$ cat config.mk
export PLATFORM = sky130hd
export DESIGN_NAME = sample_frame_deframer_crc16
export DESIGN_NICKNAME = d
export VERILOG_FILES = /design/src/rtl/core/sfd_pkg.sv /design/src/rtl/core/sfd_crc16.sv /design/src/rtl/core/sample_frame_deframer_crc16.sv
export SDC_FILE = /design/constraint.sdc
export NUM_CORES = 1
export LEC_CHECK = 0
export ABC_AREA = 1
export BUFFER_PORTS_ARGS = -buffer_cell sky130_fd_sc_hd__buf_4
export CAP_MARGIN = 40
export CORE_ASPECT_RATIO = 0.6
export CORE_MARGIN = 1.5
export CORE_UTILIZATION = 60
export CTS_CLUSTER_SIZE = 30
export DETAILED_ROUTE_END_ITERATION = 8
export PLACE_DENSITY = 0.8
export SLEW_MARGIN = 20
export SYNTH_ARGS = -nofsm -noshare
export SYNTH_HDL_FRONTEND = slang
export SYNTH_SLANG_ARGS = --single-unit
$ cat constraint.sdc
create_clock -name clock -period 19.8 [get_ports clock]
set_input_delay 3.96 -clock clock [delete_from_list [all_inputs] [get_ports clock]]
set_output_delay 3.96 -clock clock [all_outputs]
set_load 0.01 [all_outputs]
$ cat src/rtl/core/sfd_pkg.sv
// Shared constants and the CRC-16 byte update for the frame deframer.
`timescale 1ns / 1ps

package sfd_pkg;

   localparam int HDR_BYTES      = 24;
   localparam int POS_WIDTH      = 18;
   localparam int LEN_WIDTH      = POS_WIDTH + 1;
   localparam int MAX_LEN_WIDTH  = 17;
   localparam int CSR_IDX_WIDTH  = 3;
   localparam int HDR_IDX_WIDTH  = 5;

   localparam logic [POS_WIDTH-1:0]     POS_MAX        = 18'h3FFFF;
   localparam logic [POS_WIDTH-1:0]     LAST_HDR_POS   = 18'd23;
   localparam logic [LEN_WIDTH-1:0]     MIN_FRAME_LEN  = 19'd26;
   localparam logic [LEN_WIDTH-1:0]     CRC_LEN        = 19'd2;
   localparam logic [MAX_LEN_WIDTH-1:0] MAX_FRAME_INIT = 17'd130076;

   localparam logic [15:0] CRC_INIT = 16'hFFFF;
   localparam logic [15:0] CRC_POLY = 16'h1021;

   // Configuration register indexes.
   localparam logic [CSR_IDX_WIDTH-1:0] REG_MAGIC_FIRST  = 3'd0;
   localparam logic [CSR_IDX_WIDTH-1:0] REG_MAGIC_SECOND = 3'd1;
   localparam logic [CSR_IDX_WIDTH-1:0] REG_VERSION      = 3'd2;
   localparam logic [CSR_IDX_WIDTH-1:0] REG_SAMPLE_TYPE  = 3'd3;
   localparam logic [CSR_IDX_WIDTH-1:0] REG_HEARTBEAT    = 3'd4;
   localparam logic [CSR_IDX_WIDTH-1:0] REG_MAX_FRAME    = 3'd5;

   localparam logic [1:0] STATUS_OK      = 2'd0;
   localparam logic [1:0] STATUS_FRAMING = 2'd1;
   localparam logic [1:0] STATUS_CRC     = 2'd2;

   localparam logic KIND_SAMPLE  = 1'b0;
   localparam logic KIND_VERDICT = 1'b1;

   // One byte of CRC-16/CCITT-FALSE, MSB first, no reflection.
   function automatic logic [15:0] crc16_feed(input logic [15:0] crc, input logic [7:0] data);
      logic [15:0] c;
      c = crc ^ {data, 8'h00};
      for (int k = 0; k < 8; k++) begin
         c = c[15] ? ({c[14:0], 1'b0} ^ CRC_POLY) : {c[14:0], 1'b0};
      end
      return c;
   endfunction

endpackage

$ cat src/rtl/core/sfd_crc16.sv
// CRC-16 accumulator with a two-byte holdback that keeps the trailing CRC out of the sum.
`timescale 1ns / 1ps

module sfd_crc16 (
   input  logic        clock,
   input  logic        reset,
   input  logic        feed,
   input  logic        frame_end,
   input  logic [7:0]  data_byte,
   output logic [15:0] crc_value,
   output logic [7:0]  held_byte
);

   logic [15:0] crc_ff, crc_in;
   logic [15:0] hold_ff, hold_in;
   logic [1:0]  fill_ff, fill_in;

   // The oldest held byte joins the CRC once two newer bytes have arrived.
   assign crc_value = (fill_ff == 2'd2) ? sfd_pkg::crc16_feed(crc_ff, hold_ff[7:0]) : crc_ff;
   assign held_byte = hold_ff[15:8];

   always_comb begin
      crc_in  = crc_ff;
      hold_in = hold_ff;
      fill_in = fill_ff;
      if (feed) begin
         if (frame_end) begin
            crc_in  = sfd_pkg::CRC_INIT;
            hold_in = 16'h0000;
            fill_in = 2'd0;
         end else begin
            crc_in  = crc_value;
            hold_in = {data_byte, hold_ff[15:8]};
            fill_in = (fill_ff == 2'd2) ? fill_ff : fill_ff + 2'd1;
         end
      end
   end

   always_ff @(posedge clock) begin
      if (reset) begin
         crc_ff  <= sfd_pkg::CRC_INIT;
         hold_ff <= 16'h0000;
         fill_ff <= 2'd0;
      end else begin
         crc_ff  <= crc_in;
         hold_ff <= hold_in;
         fill_ff <= fill_in;
      end
   end

endmodule

$ cat src/rtl/core/sample_frame_deframer_crc16.sv
// Byte-serial deframer: header capture, sample extraction and the frame verdict.
// A result is registered; it shows on rsp in the cycle after its byte is accepted.
// Throughput: one byte per cycle; the output register is refilled in the same cycle
// it is drained, so only a stalled rsp channel holds the input back.
// Reset clears all frame state but end_ff and loads the configuration registers with their
// defaults (max frame length 130076, all codes zero); no clearing pass is needed.
`timescale 1ns / 1ps

module sample_frame_deframer_crc16 (
   input  logic               clock,
   input  logic               reset,
   input  logic               req_valid,
   output logic               req_ready,
   input  logic [7:0]         req_data_byte,
   input  logic               req_frame_end,
   output logic               rsp_valid,
   input  logic               rsp_ready,
   output logic               rsp_result_kind,
   output logic signed [15:0] rsp_sample_value,
   output logic [15:0]        rsp_sample_index,
   output logic [1:0]         rsp_status,
   output logic [7:0]         rsp_message_type,
   output logic [15:0]        rsp_node_id,
   output logic [31:0]        rsp_sequence_res,
   output logic [63:0]        rsp_node_time_us,
   output logic [31:0]        rsp_rate_hz,
   output logic [7:0]         rsp_channels,
   output logic [7:0]         rsp_samples_per_channel,
   input  logic               csr_wr_en,
   input  logic [sfd_pkg::CSR_IDX_WIDTH-1:0] csr_index,
   input  logic [sfd_pkg::MAX_LEN_WIDTH-1:0] csr_data
);

   // Configuration registers.
   logic [7:0] magic_first_ff, magic_second_ff, version_ff, sample_type_ff, heartbeat_ff;
   logic [sfd_pkg::MAX_LEN_WIDTH-1:0] max_frame_ff;

   // Frame state.
   logic [sfd_pkg::POS_WIDTH-1:0] pos_ff, pos_in;
   logic [sfd_pkg::POS_WIDTH-1:0] end_ff, end_in;
   logic [7:0]  pend_ff, pend_in;
   logic [15:0] seen_ff, seen_in;
   logic        hbad_ff, hbad_in;
   logic [7:0]  hdr_ff [sfd_pkg::HDR_BYTES];
   logic [7:0]  hdr_in [sfd_pkg::HDR_BYTES];

   // Output register.
   logic               rsp_valid_ff;
   logic               kind_ff;
   logic signed [15:0] value_ff;
   logic [15:0]        index_ff;
   logic [1:0]         status_ff;
   logic [7:0]         mtype_ff;
   logic [15:0]        node_ff;
   logic [31:0]        seq_ff;
   logic [63:0]        time_ff;
   logic [31:0]        rate_ff;
   logic [7:0]         chan_ff;
   logic [7:0]         spc_ff;

   logic        accept;
   logic        last;
   logic        in_header;
   logic        in_payload;
   logic        byte_bad;
   logic        emit;
   logic        framing_err;
   logic [sfd_pkg::LEN_WIDTH-1:0] frame_len;
   logic [15:0] sample_total;
   logic [15:0] crc_value;
   logic [7:0]  held_byte;

   assign req_ready = !rsp_valid_ff || rsp_ready;
   assign accept    = req_valid && req_ready;
   assign last      = req_frame_end;

   sfd_crc16 u_crc (
      .clock     (clock),
      .reset     (reset),
      .feed      (accept),
      .frame_end (last),
      .data_byte (req_data_byte),
      .crc_value (crc_value),
      .held_byte (held_byte)
   );

   always_ff @(posedge clock) begin
      if (reset) begin
         magic_first_ff  <= 8'h00;
         magic_second_ff <= 8'h00;
         version_ff      <= 8'h00;
         sample_type_ff  <= 8'h00;
         heartbeat_ff    <= 8'h00;
         max_frame_ff    <= sfd_pkg::MAX_FRAME_INIT;
      end else if (csr_wr_en) begin
         unique case (csr_index)
            sfd_pkg::REG_MAGIC_FIRST:  magic_first_ff  <= csr_data[7:0];
            sfd_pkg::REG_MAGIC_SECOND: magic_second_ff <= csr_data[7:0];
            sfd_pkg::REG_VERSION:      version_ff      <= csr_data[7:0];
            sfd_pkg::REG_SAMPLE_TYPE:  sample_type_ff  <= csr_data[7:0];
            sfd_pkg::REG_HEARTBEAT:    heartbeat_ff    <= csr_data[7:0];
            sfd_pkg::REG_MAX_FRAME:    max_frame_ff    <= csr_data;
            default: ;
         endcase
      end
   end

   assign in_header  = pos_ff < sfd_pkg::POS_WIDTH'(sfd_pkg::HDR_BYTES);
   assign in_payload = !in_header && (pos_ff < end_ff);
   assign emit       = in_payload && pos_ff[0] && !last;

   // Header bytes as they stand after this byte, so a short frame reports what it carried.
   always_comb begin
      for (int i = 0; i < sfd_pkg::HDR_BYTES; i++) begin
         hdr_in[i] = (in_header && pos_ff[sfd_pkg::HDR_IDX_WIDTH-1:0] ==
                      sfd_pkg::HDR_IDX_WIDTH'(i)) ? req_data_byte : hdr_ff[i];
      end
   end

   always_comb begin
      byte_bad = 1'b0;
      if (pos_ff == 18'd0) begin
         byte_bad = req_data_byte != magic_first_ff;
      end else if (pos_ff == 18'd1) begin
         byte_bad = req_data_byte != magic_second_ff;
      end else if (pos_ff == 18'd2) begin
         byte_bad = req_data_byte != version_ff;
      end else if (pos_ff == 18'd3) begin
         byte_bad = (req_data_byte != sample_type_ff) && (req_data_byte != heartbeat_ff);
      end
   end

   // The payload end is fixed once the sample count byte arrives.
   assign sample_total = hdr_ff[22] * req_data_byte;
   assign end_in = (pos_ff == sfd_pkg::LAST_HDR_POS)
                 ? sfd_pkg::POS_WIDTH'(sfd_pkg::HDR_BYTES) + {1'b0, sample_total, 1'b0}
                 : end_ff;

   assign frame_len = {1'b0, pos_ff} + 19'd1;
   assign hbad_in   = hbad_ff || byte_bad;

   // A frame shorter than a header leaves end_ff stale, but the length check catches it.
   assign framing_err = (frame_len < sfd_pkg::MIN_FRAME_LEN)
                     || (frame_len > {2'b00, max_frame_ff})
                     || (pos_ff == sfd_pkg::POS_MAX)
                     || hbad_in
                     || (frame_len != {1'b0, end_ff} + sfd_pkg::CRC_LEN);

   always_comb begin
      pos_in  = pos_ff;
      pend_in = pend_ff;
      seen_in = seen_ff;
      if (last) begin
         pos_in  = '0;
         pend_in = 8'h00;
         seen_in = 16'h0000;
      end else begin
         pos_in = (pos_ff == sfd_pkg::POS_MAX) ? pos_ff : pos_ff + 18'd1;
         if (in_payload && !pos_ff[0]) begin
            pend_in = req_data_byte;
         end
         if (emit) begin
            seen_in = seen_ff + 16'd1;
         end
      end
   end

   always_ff @(posedge clock) begin
      if (reset) begin
         pos_ff  <= '0;
         pend_ff <= 8'h00;
         seen_ff <= 16'h0000;
         hbad_ff <= 1'b0;
         for (int i = 0; i < sfd_pkg::HDR_BYTES; i++) begin
            hdr_ff[i] <= 8'h00;
         end
      end else if (accept) begin
         pos_ff  <= pos_in;
         pend_ff <= pend_in;
         seen_ff <= seen_in;
         hbad_ff <= last ? 1'b0 : hbad_in;
         for (int i = 0; i < sfd_pkg::HDR_BYTES; i++) begin
            hdr_ff[i] <= last ? 8'h00 : hdr_in[i];
         end
      end
   end

   always_ff @(posedge clock) begin
      if (accept) begin
         end_ff <= end_in;
      end
   end

   always_ff @(posedge clock) begin
      if (reset) begin
         rsp_valid_ff <= 1'b0;
      end else if (accept && (last || emit)) begin
         rsp_valid_ff <= 1'b1;
      end else if (rsp_ready) begin
         rsp_valid_ff <= 1'b0;
      end
   end

   always_ff @(posedge clock) begin
      if (accept && (last || emit)) begin
         if (last) begin
            kind_ff  <= sfd_pkg::KIND_VERDICT;
            value_ff <= 16'sd0;
            index_ff <= 16'h0000;
            if (framing_err) begin
               status_ff <= sfd_pkg::STATUS_FRAMING;
            end else if ({req_data_byte, held_byte} != crc_value) begin
               status_ff <= sfd_pkg::STATUS_CRC;
            end else begin
               status_ff <= sfd_pkg::STATUS_OK;
            end
            mtype_ff <= hdr_in[3];
            node_ff  <= {hdr_in[5], hdr_in[4]};
            seq_ff   <= {hdr_in[9], hdr_in[8], hdr_in[7], hdr_in[6]};
            time_ff  <= {hdr_in[17], hdr_in[16], hdr_in[15], hdr_in[14],
                         hdr_in[13], hdr_in[12], hdr_in[11], hdr_in[10]};
            rate_ff  <= {hdr_in[21], hdr_in[20], hdr_in[19], hdr_in[18]};
            chan_ff  <= hdr_in[22];
            spc_ff   <= hdr_in[23];
         end else begin
            kind_ff   <= sfd_pkg::KIND_SAMPLE;
            value_ff  <= $signed({req_data_byte, pend_ff});
            index_ff  <= seen_ff;
            status_ff <= sfd_pkg::STATUS_OK;
            mtype_ff  <= 8'h00;
            node_ff   <= 16'h0000;
            seq_ff    <= 32'h0;
            time_ff   <= 64'h0;
            rate_ff   <= 32'h0;
            chan_ff   <= 8'h00;
            spc_ff    <= 8'h00;
         end
      end
   end

   assign rsp_valid               = rsp_valid_ff;
   assign rsp_result_kind         = kind_ff;
   assign rsp_sample_value        = value_ff;
   assign rsp_sample_index        = index_ff;
   assign rsp_status              = status_ff;
   assign rsp_message_type        = mtype_ff;
   assign rsp_node_id             = node_ff;
   assign rsp_sequence_res        = seq_ff;
   assign rsp_node_time_us        = time_ff;
   assign rsp_rate_hz             = rate_ff;
   assign rsp_channels            = chan_ff;
   assign rsp_samples_per_channel = spc_ff;

endmodule

== Yosys cells after proc, flatten, opt, wreduce, memory -nomap -nowiden ==
Memory sizes are Yosys's and may differ from the RTL's.
Cells that the tools add are included.
Widths: inputs -> output; s select.
Operators by class
  equal/unequal tests: 46
  reductions and logical operators: 63
  add/subtract/negate cells: 6
  mux-type cells: 106
  magnitude comparators: 4
  bitwise gates (word level): 34
  multiply operators: 1
Operator list (count)
  $mux 8: 74
  $mux 13: 8
  $mux 16: 5
  $eq 5x4->1 const B: 8
  $eq 5x5->1 const B: 8
  $ne 8x8->1: 5
  $eq 18x2->1 const B: 2
  $mux 18: 2
  $logic_and 1x1->1: 31
  $reduce_and 2->1: 14
  $not 3->3: 8
  $or 1x1->1: 24
  $eq 5x3->1 const B: 4
  $add 18x1->19 const B: 1
  $add 18x2->19 const B: 1
  $gt 19x17->1: 1
  $lt 19x5->1 const B: 1
  $ne 19x19->1: 1
  $add 18x1->18 const B: 1
  $add 5x17->18 const A: 1
  $eq 18x1->1 const B: 1
  $eq 18x18->1 const B: 1
  $eq 18x5->1 const B: 1
  $logic_not 18->1: 1
  23 further kinds: 56
Storage, ports and cells
  input bits: 34
  flip-flop bits (word level): 356
  memories: 1
  output and inout bits: 205
  RAM bits: 192
  word-level logic and storage cells: 288
Memory list
  hdr_ff: words 24, width 8, read ports 21, clocked after Yosys merged registers in 0, wr ports 24, RTL line sample_frame_deframer_crc16.sv:44  | logic [7:0] hdr_ff [sfd_pkg::HDR_BYTES];

== Logic depth before layout (Yosys ltp) ==
Gate-level depths: netlist of the first run.
  depth in word-level cells: 21
  gate-level depth with buffers: 27
  depth with buffers taken out: 25

== Hierarchy ==
Synthesis of the first run repeated with hierarchy kept, for this count alone.
Unflattened totals
  cells, all modules: 3154
  area, all modules: 27052.2 um2
By module, submodules not included
  sample_frame_deframer_crc16: area each 25167.9 um2, seq. area each 13673.1 um2, cells each 2854, times used 1
  sfd_crc16: area each 1884.3 um2, seq. area each 680.7 um2, cells each 300, times used 1

== Least setup slack after synthesis of the first run ==
Ideal clock, no wire load.
  path type: input to register
  start point: input port rsp_ready
  end point: memory hdr_ff[12][4], in the netlist hdr_ff[0][100], enable pin
  data arrival time: 9.282 ns
  stages: 7
  required time: 19.201 ns
  path buffers: 1
  path slack: 9.919 ns
  library setup time: 0.599 ns
  cells stage by stage: inv_1 -> nand2_1 -> nand2_1 -> inv_1 -> nor2_1 -> inv_1 -> clkbuf_1
RTL lines
  start: declaration: RTL line sample_frame_deframer_crc16.sv:17  | input logic rsp_ready,
  end: declaration: RTL line sample_frame_deframer_crc16.sv:44

== Worst setup path after layout of the first run ==
  start point: input port rsp_ready
  end point: output port req_ready
Between the ends
  cells in the longest elaborated chain, start to end: 1
Ends and longest elaborated chain
  $logic_or 1x1->1: RTL line sample_frame_deframer_crc16.sv:73  | assign req_ready = !rsp_valid_ff || rsp_ready;
  end: declaration: RTL line sample_frame_deframer_crc16.sv:13  | output logic req_ready,
Every way passes these cells.

==> results of run 1 <==
==> kinds of logic after synthesis <==
logic type                 share of synthesized area (%)
AOI/OAI and AO/OA                                   7.70
xor gates and xnor gates                            2.63
adders and majority gates                           6.29
buffers and inverters                               8.88
DFF                                                 53.2
and+or+nand+nor                                     21.3
==> worst max-delay path: stages <==
cell     delay (ns)
buf_4          0.11
inv_1          0.04
nand2_1        0.08
buf_4          0.16
==> Yosys cell counts, types with 2 or more instances <==
master	number	area, um2
xor2_1	40	350
o21bai_1	7	52.6
clkbuf_1	100	375
nor3_2	2	20.0
fa_1	36	721
a21oi_1	90	450
nor2_4	2	22.5
o22ai_1	25	156
nor2_1	579	2170
ha_1	78	976
nand3_4	3	52.6
buf_1	4	15.0
buf_6	8	90.1
nor2_2	6	37.5
buf_4	4	30.0
nor3_1	20	100
inv_1	467	1750
nand4_1	24	150
buf_2	23	115
o211ai_1	12	90.1
edfxtp_1	388	11700
o21ai_0	231	1160
nand2_2	4	25.0
o21ai_1	4	20.0
nand3_2	2	20.0
dfxtp_1	135	2700
a21o_1	4	30.0
nor4_1	4	25.0
inv_2	4	15.0
or2_2	2	12.5
and2_1	2	12.5
nand3_1	104	521
xnor2_1	39	342
nand2_1	667	2500
nand3b_1	5	37.5
a22oi_1	9	67.6
==> worst paths after layout <==
| kind | endpoint | start |
|---|---|---|
| hold / removal | pend_ff[7]$_SDFFE_PP0P_ | pend_ff[7]$_SDFFE_PP0P_ |
| hold reg to reg | pend_ff[7]$_SDFFE_PP0P_ | pend_ff[7]$_SDFFE_PP0P_ |
| setup reg to reg | end_ff[15]$_DFFE_PP_ | hdr_ff[0][176]$_SDFFCE_PP0P_ |
| setup / recovery | req_ready | rsp_ready |
==> metrics by stage <==
stage | total power, mW | util [%] | area [um2] | hold slack (ns) | setup WS, ns
floorplan | 1.47 | - | 27000 | 0.427 | 9.92
global placement | 1.56 | 66.2 | 29000 | 0.440 | 11.25
detailed placement | 1.57 | 66.5 | 29200 | 0.453 | 11.27
CTS | 2.51 | 70.1 | 30700 | 0.462 | 11.48
global route | 2.59 | 70.2 | 30800 | 0.485 | 11.44
finish | 2.51 | 70.2 | 30800 | 0.458 | 11.49
==> final cells by class <==
type	count	area, um2
clock inverters	27	287
repair buffers	264	2110
flip-flops and latches	523	14400
inverters	471	1790
multi-input cells	2010	10200
well taps	579	724
fillers	3345	13100
clock buffers	61	1270
==> power by group <==
group	total (mW)	switching [mW]	internal (mW)
sequential	1.25	0.0208	1.23
clock	0.949	0.425	0.524
combinational	0.311	0.210	0.101
total	2.51	0.656	1.85
==> per-layer routing <==
| metal | GRT usage, % | routed length (um) | vias to the layer above |
|---|---|---|---|
| li1 | - | - | 10400 |
| met1 | 44.4 | 31200 | 10400 |
| met2 | 48.8 | 32700 | 1084 |
| met3 | 5.44 | 6820 | 147 |
| met4 | 8.10 | 1680 | 0 |
| met5 | 0 | 0 | - |
==> placed cells by master (no fill, tap or decap), types with 36 or more instances in the layout <==
master,n
buf_4,256
a21oi_1,90
nand3_1,104
edfxtp_1,388
inv_1,462
nor2_1,579
fa_1,36
xor2_1,40
xnor2_1,39
nand2_1,667
clkbuf_16,49
o21ai_0,231
dfxtp_1,135
ha_1,78
==> state kept, by name, indices dropped and copies added, names as in the netlist, 8 cells and up <==
register                 cells
pos_ff                      18
rsp_sample_index            16
rsp_sequence_res            32
rsp_rate_hz                 32
max_frame_ff                17
rsp_samples_per_channel      8
pend_ff                      8
seen_ff                     16
rsp_channels                 8
u_crc.hold_ff               16
magic_first_ff               8
sample_type_ff               8
heartbeat_ff                 8
rsp_node_time_us            64
version_ff                   8
hdr_ff                     168
magic_second_ff              8
u_crc.crc_ff                16
rsp_sample_value            16
rsp_message_type             8
end_ff                      17
rsp_node_id                 16
==> impl_metrics.env, run 1 <==
export IMPL_instances_no_fill=3935
export IMPL_ys_ff_latch=523
export IMPL_rows=59
export IMPL_insertion_delay_ns=0.60
export IMPL_r2r_setup_slack_ns=14.74
export IMPL_hold_path_class="register to register"
export IMPL_ys_flop_type="edfxtp_1"
export IMPL_grt_pass1_wl_mm=112
export IMPL_rsz0062_at_grt="no"
export IMPL_coreArea_mm2=0.0438
export IMPL_firstDrtPassIters=6
export IMPL_arrival_ns=4.35
export IMPL_globalRoute_totalOverflow=0
export IMPL_slew_headroom_pct=46.0
export IMPL_synth_edf_count=388
export IMPL_outcome="finished, final reports clean"
export IMPL_h_tree_depth=2
export IMPL_setup_viol=0
export IMPL_cp_max_fo=3
export IMPL_grt_util_all_layers_pct=30.9
export IMPL_total_leakage_power_nw=13.7
export IMPL_fin_crit_sh_pct=42.0
export IMPL_initialDrtViolationCount=2642
export IMPL_power_density_mw_per_mm2=81.5
export IMPL_synth_seq_area_share_pct=53.2
export IMPL_hold_viol=0
export IMPL_grt_max_degree=87
export IMPL_yosys_warnings=0
export IMPL_tns_ns=0
export IMPL_die_y_um=167
export IMPL_netlist_area_mm2=0.0270
export IMPL_path_clk_slew_ns=0.07
export IMPL_root_buffer="clkbuf_16"
export IMPL_dpl_hpwl_mm=49.6
export IMPL_drc_errors=0
export IMPL_fin_crit_ns=8.31
export IMPL_cp_data_required_time_ns=15.84
export IMPL_peakVddDrop_mv=0.0729
export IMPL_n_antenna_cell=0
export IMPL_start_util_pct=61.5
export IMPL_tightest_slew_ns=0.808
export IMPL_dieArea_mm2=0.0463
export IMPL_gp_congestion=0.925
export IMPL_async_reset_ff_share_pct=0
export IMPL_cts_resized=0
export IMPL_clock_path_buffers=3
export IMPL_skew_ns=0.0183
export IMPL_end_kind="output pin"
export IMPL_maxCapViolCount=0
export IMPL_ios=239
export IMPL_routed_via_density=5.60
export IMPL_routedWlPerCell_um=18.4
export IMPL_avgSynthCellArea_um2=8.58
export IMPL_area_delta_synth_final_pct=14.1
export IMPL_syn_nets=3291
export IMPL_postSynthCellCount=3143
export IMPL_max_freq_mhz=120
export IMPL_drive_gt1_share_pct=10.8
export IMPL_cts_tree="done"
export IMPL_yosysUniqueCellTypes=45
export IMPL_vias=22000
export IMPL_io_buffers=238
export IMPL_fp_dieW_um=277
export IMPL_worstSetupPathType="input port to output pin"
export IMPL_grt_antenna_before_repair=1
export IMPL_whs_path_depth=2
export IMPL_cts_sinks=523
export IMPL_layout_nets=3466
export IMPL_drv_slew=0
export IMPL_totalWireLength_mm=72.4
export IMPL_r2r_worst_path_cells=18
export IMPL_start_kind="input port"
export IMPL_grt_pass1_vias=20700
export IMPL_cts_buffers_inserted=48
export IMPL_drtAntennaViolNets=0
export IMPL_dp_cells=3846
export IMPL_cts_setup_buffers=0
export IMPL_cts_hold_buf=0
Note: power is estimated with default switching activity, not from simulation.
==> run 2: changes to the inputs <==
==> constraint.sdc (replaced) <==
create_clock -name clock -period 7.66 [get_ports clock]
set_input_delay 1.532 -clock clock [delete_from_list [all_inputs] [get_ports clock]]
set_output_delay 1.532 -clock clock [all_outputs]
set_load 0.01 [all_outputs]
==> impl_metrics.env, run 2 (synthesized netlist as in run 1, its figures left out) <==
export IMPL_grt_pass1_vias=20700
export IMPL_coreArea_mm2=0.0438
export IMPL_fin_area_mm2=0.0308
export IMPL_rsz0062_at_grt="no"
export IMPL_cts_sinks=523
export IMPL_instances_no_fill=3933
export IMPL_tns_ns=0
export IMPL_firstDrtPassIters=6
export IMPL_largest_register="hdr_ff"
export IMPL_io_buffers=238
export IMPL_gp_congestion=0.953
export IMPL_fin_crit_sh_pct=74.5
export IMPL_slowest_stage="fa_1"
export IMPL_total_leakage_power_nw=13.7
export IMPL_end_kind="register"
export IMPL_slew_headroom_pct=46.8
export IMPL_grt_util_all_layers_pct=30.4
export IMPL_start_kind="input port"
export IMPL_drive_gt1_share_pct=10.9
export IMPL_root_buffer="clkbuf_16"
export IMPL_maxCapViolCount=0
export IMPL_hold_viol=0
export IMPL_grt_max_degree=89
export IMPL_place_ws_ns=1.38
export IMPL_fp_dieW_um=277
export IMPL_path_buf_inv=5
export IMPL_ios=239
export IMPL_clock_path_buffers=3
export IMPL_fin_crit_ns=5.71
export IMPL_cp_data_required_time_ns=7.99
export IMPL_routed_via_density=5.58
export IMPL_hold_start="pend_ff[2]$_SDFFE_PP0P_"
export IMPL_mostFrequentLayoutCells="nand2_1, nor2_1, inv_1"
export IMPL_hold_path_class="register to register"
export IMPL_vias=22000
export IMPL_outcome="finished, final reports clean"
export IMPL_dp_cells=3844
export IMPL_n_antenna_cell=0
export IMPL_drv_slew=0
export IMPL_routedWlPerCell_um=18.1
export IMPL_drtAntennaViolNets=0
export IMPL_dpl_hpwl_mm=48.6
export IMPL_insertion_delay_ns=0.58
export IMPL_path_delay_family="adder cells"
export IMPL_largest_reg_flops=168
export IMPL_layout_commonest_cell="nand2_1"
export IMPL_path_clk_slew_ns=0.07
export IMPL_cts_buffers_inserted=47
export IMPL_tightest_slew_ns=0.795
export IMPL_grt_antenna_before_repair=1
export IMPL_h_tree_depth=2
export IMPL_slowest_delay_ns=0.56
export IMPL_globalRoute_totalOverflow=0
export IMPL_totalWireLength_mm=71.1
export IMPL_final_util_pct=70.2
export IMPL_cts_hold_buf=0
export IMPL_power_density_mw_per_mm2=209
export IMPL_post_dp_cell_area_mm2=0.0292
export IMPL_max_freq_mhz=175
export IMPL_cp_max_fo=15
export IMPL_area_delta_synth_final_pct=14.1
export IMPL_initialDrtViolationCount=2795
export IMPL_setup_ws_ns=1.95
export IMPL_rows=59
export IMPL_grt_pass1_wl_mm=112
export IMPL_drc_errors=0
export IMPL_worstSetupPathType="input port to register"
export IMPL_skew_ns=0.0215
export IMPL_cts_setup_buffers=0
export IMPL_r2r_start="hdr_ff[0][176]$_SDFFCE_PP0P_"
export IMPL_setup_viol=0
export IMPL_peakVddDrop_mv=0.176
export IMPL_arrival_ns=6.04
export IMPL_start_util_pct=61.5
export IMPL_cts_resized=0
export IMPL_die_y_um=167
export IMPL_cts_tree="done"
export IMPL_worstSetupStartpoint="req_data_byte[7]"
export IMPL_dieArea_mm2=0.0463
export IMPL_worstPathCellList="buf_4 -> nand2_1 -> fa_1 -> fa_1 -> inv_1 -> fa_1 -> inv_1 -> fa_1 -> inv_1 -> ha_1 -> inv_1 -> o21bai_1 -> nor2_1 -> nand2_1 -> xor2_1 -> nand3_2 -> nor3_4 -> nand4_1 -> and2_1"
export IMPL_layout_nets=3464
run 2: changes by cell type in the layout (fill, tap and decap cells not counted), moves of 2 or more:
cell and change:
inv_16 -2, clkinv_1 -5, clkbuf_16 -2, clkinv_2 +4, buf_4 -2, clkinvlp_4 -2
clkbuf_1 +2
run 2: through the flow:
step / total power, mW / hold slack (ns)
2_1_floorplan: 3.81 / 0.427
3_3_place_gp: 4.03 / 0.437
3_5_place_dp: 4.07 / 0.448
4_1_cts: 6.45 / 0.457
5_1_grt: 6.67 / 0.477
6_report: 6.43 / 0.455
run 2: cell type report:
class / instances / area, um2
fill: 3367 / 13100
timing repair buffer: 263 / 2120
sequential: 523 / 14400
clock inverter: 25 / 312
multi-input combinational: 2010 / 10200
inverter: 471 / 1790
tap: 579 / 724
clock buffer: 62 / 1240
run 2: path summary, 6_finish.rpt:
kind | end | slack, ns | depth (start not counted)
max | end_ff[15]$_DFFE_PP_ | 1.95 | 19
min | pend_ff[2]$_SDFFE_PP0P_ | 0.46 | 2
max reg2reg | end_ff[15]$_DFFE_PP_ | 2.51 | 18
min reg2reg | pend_ff[2]$_SDFFE_PP0P_ | 0.46 | 2
run 2: layer usage:
metal	track usage [%]	vias up	share of wire, %	wire [um]
met5	0	-	0	0
met4	7.33	0	2.2	1560
met2	48.4	1093	46	32500
li1	-	10400	-	-
met1	43.3	10400	42	29600
met3	5.76	131	10	7380
run 2: where the power goes:
| part | total [mW] | internal, mW | switching (mW) |
|---|---|---|---|
| combinational | 0.799 | 0.262 | 0.538 |
| sequential | 3.22 | 3.17 | 0.0523 |
| clock | 2.41 | 1.36 | 1.06 |
run 2: tightest hold or removal path, cell delays in order, from the launching register on:
cell and delay, ns:
dfxtp_1 0.30, inv_1 0.06, a21oi_1 0.05
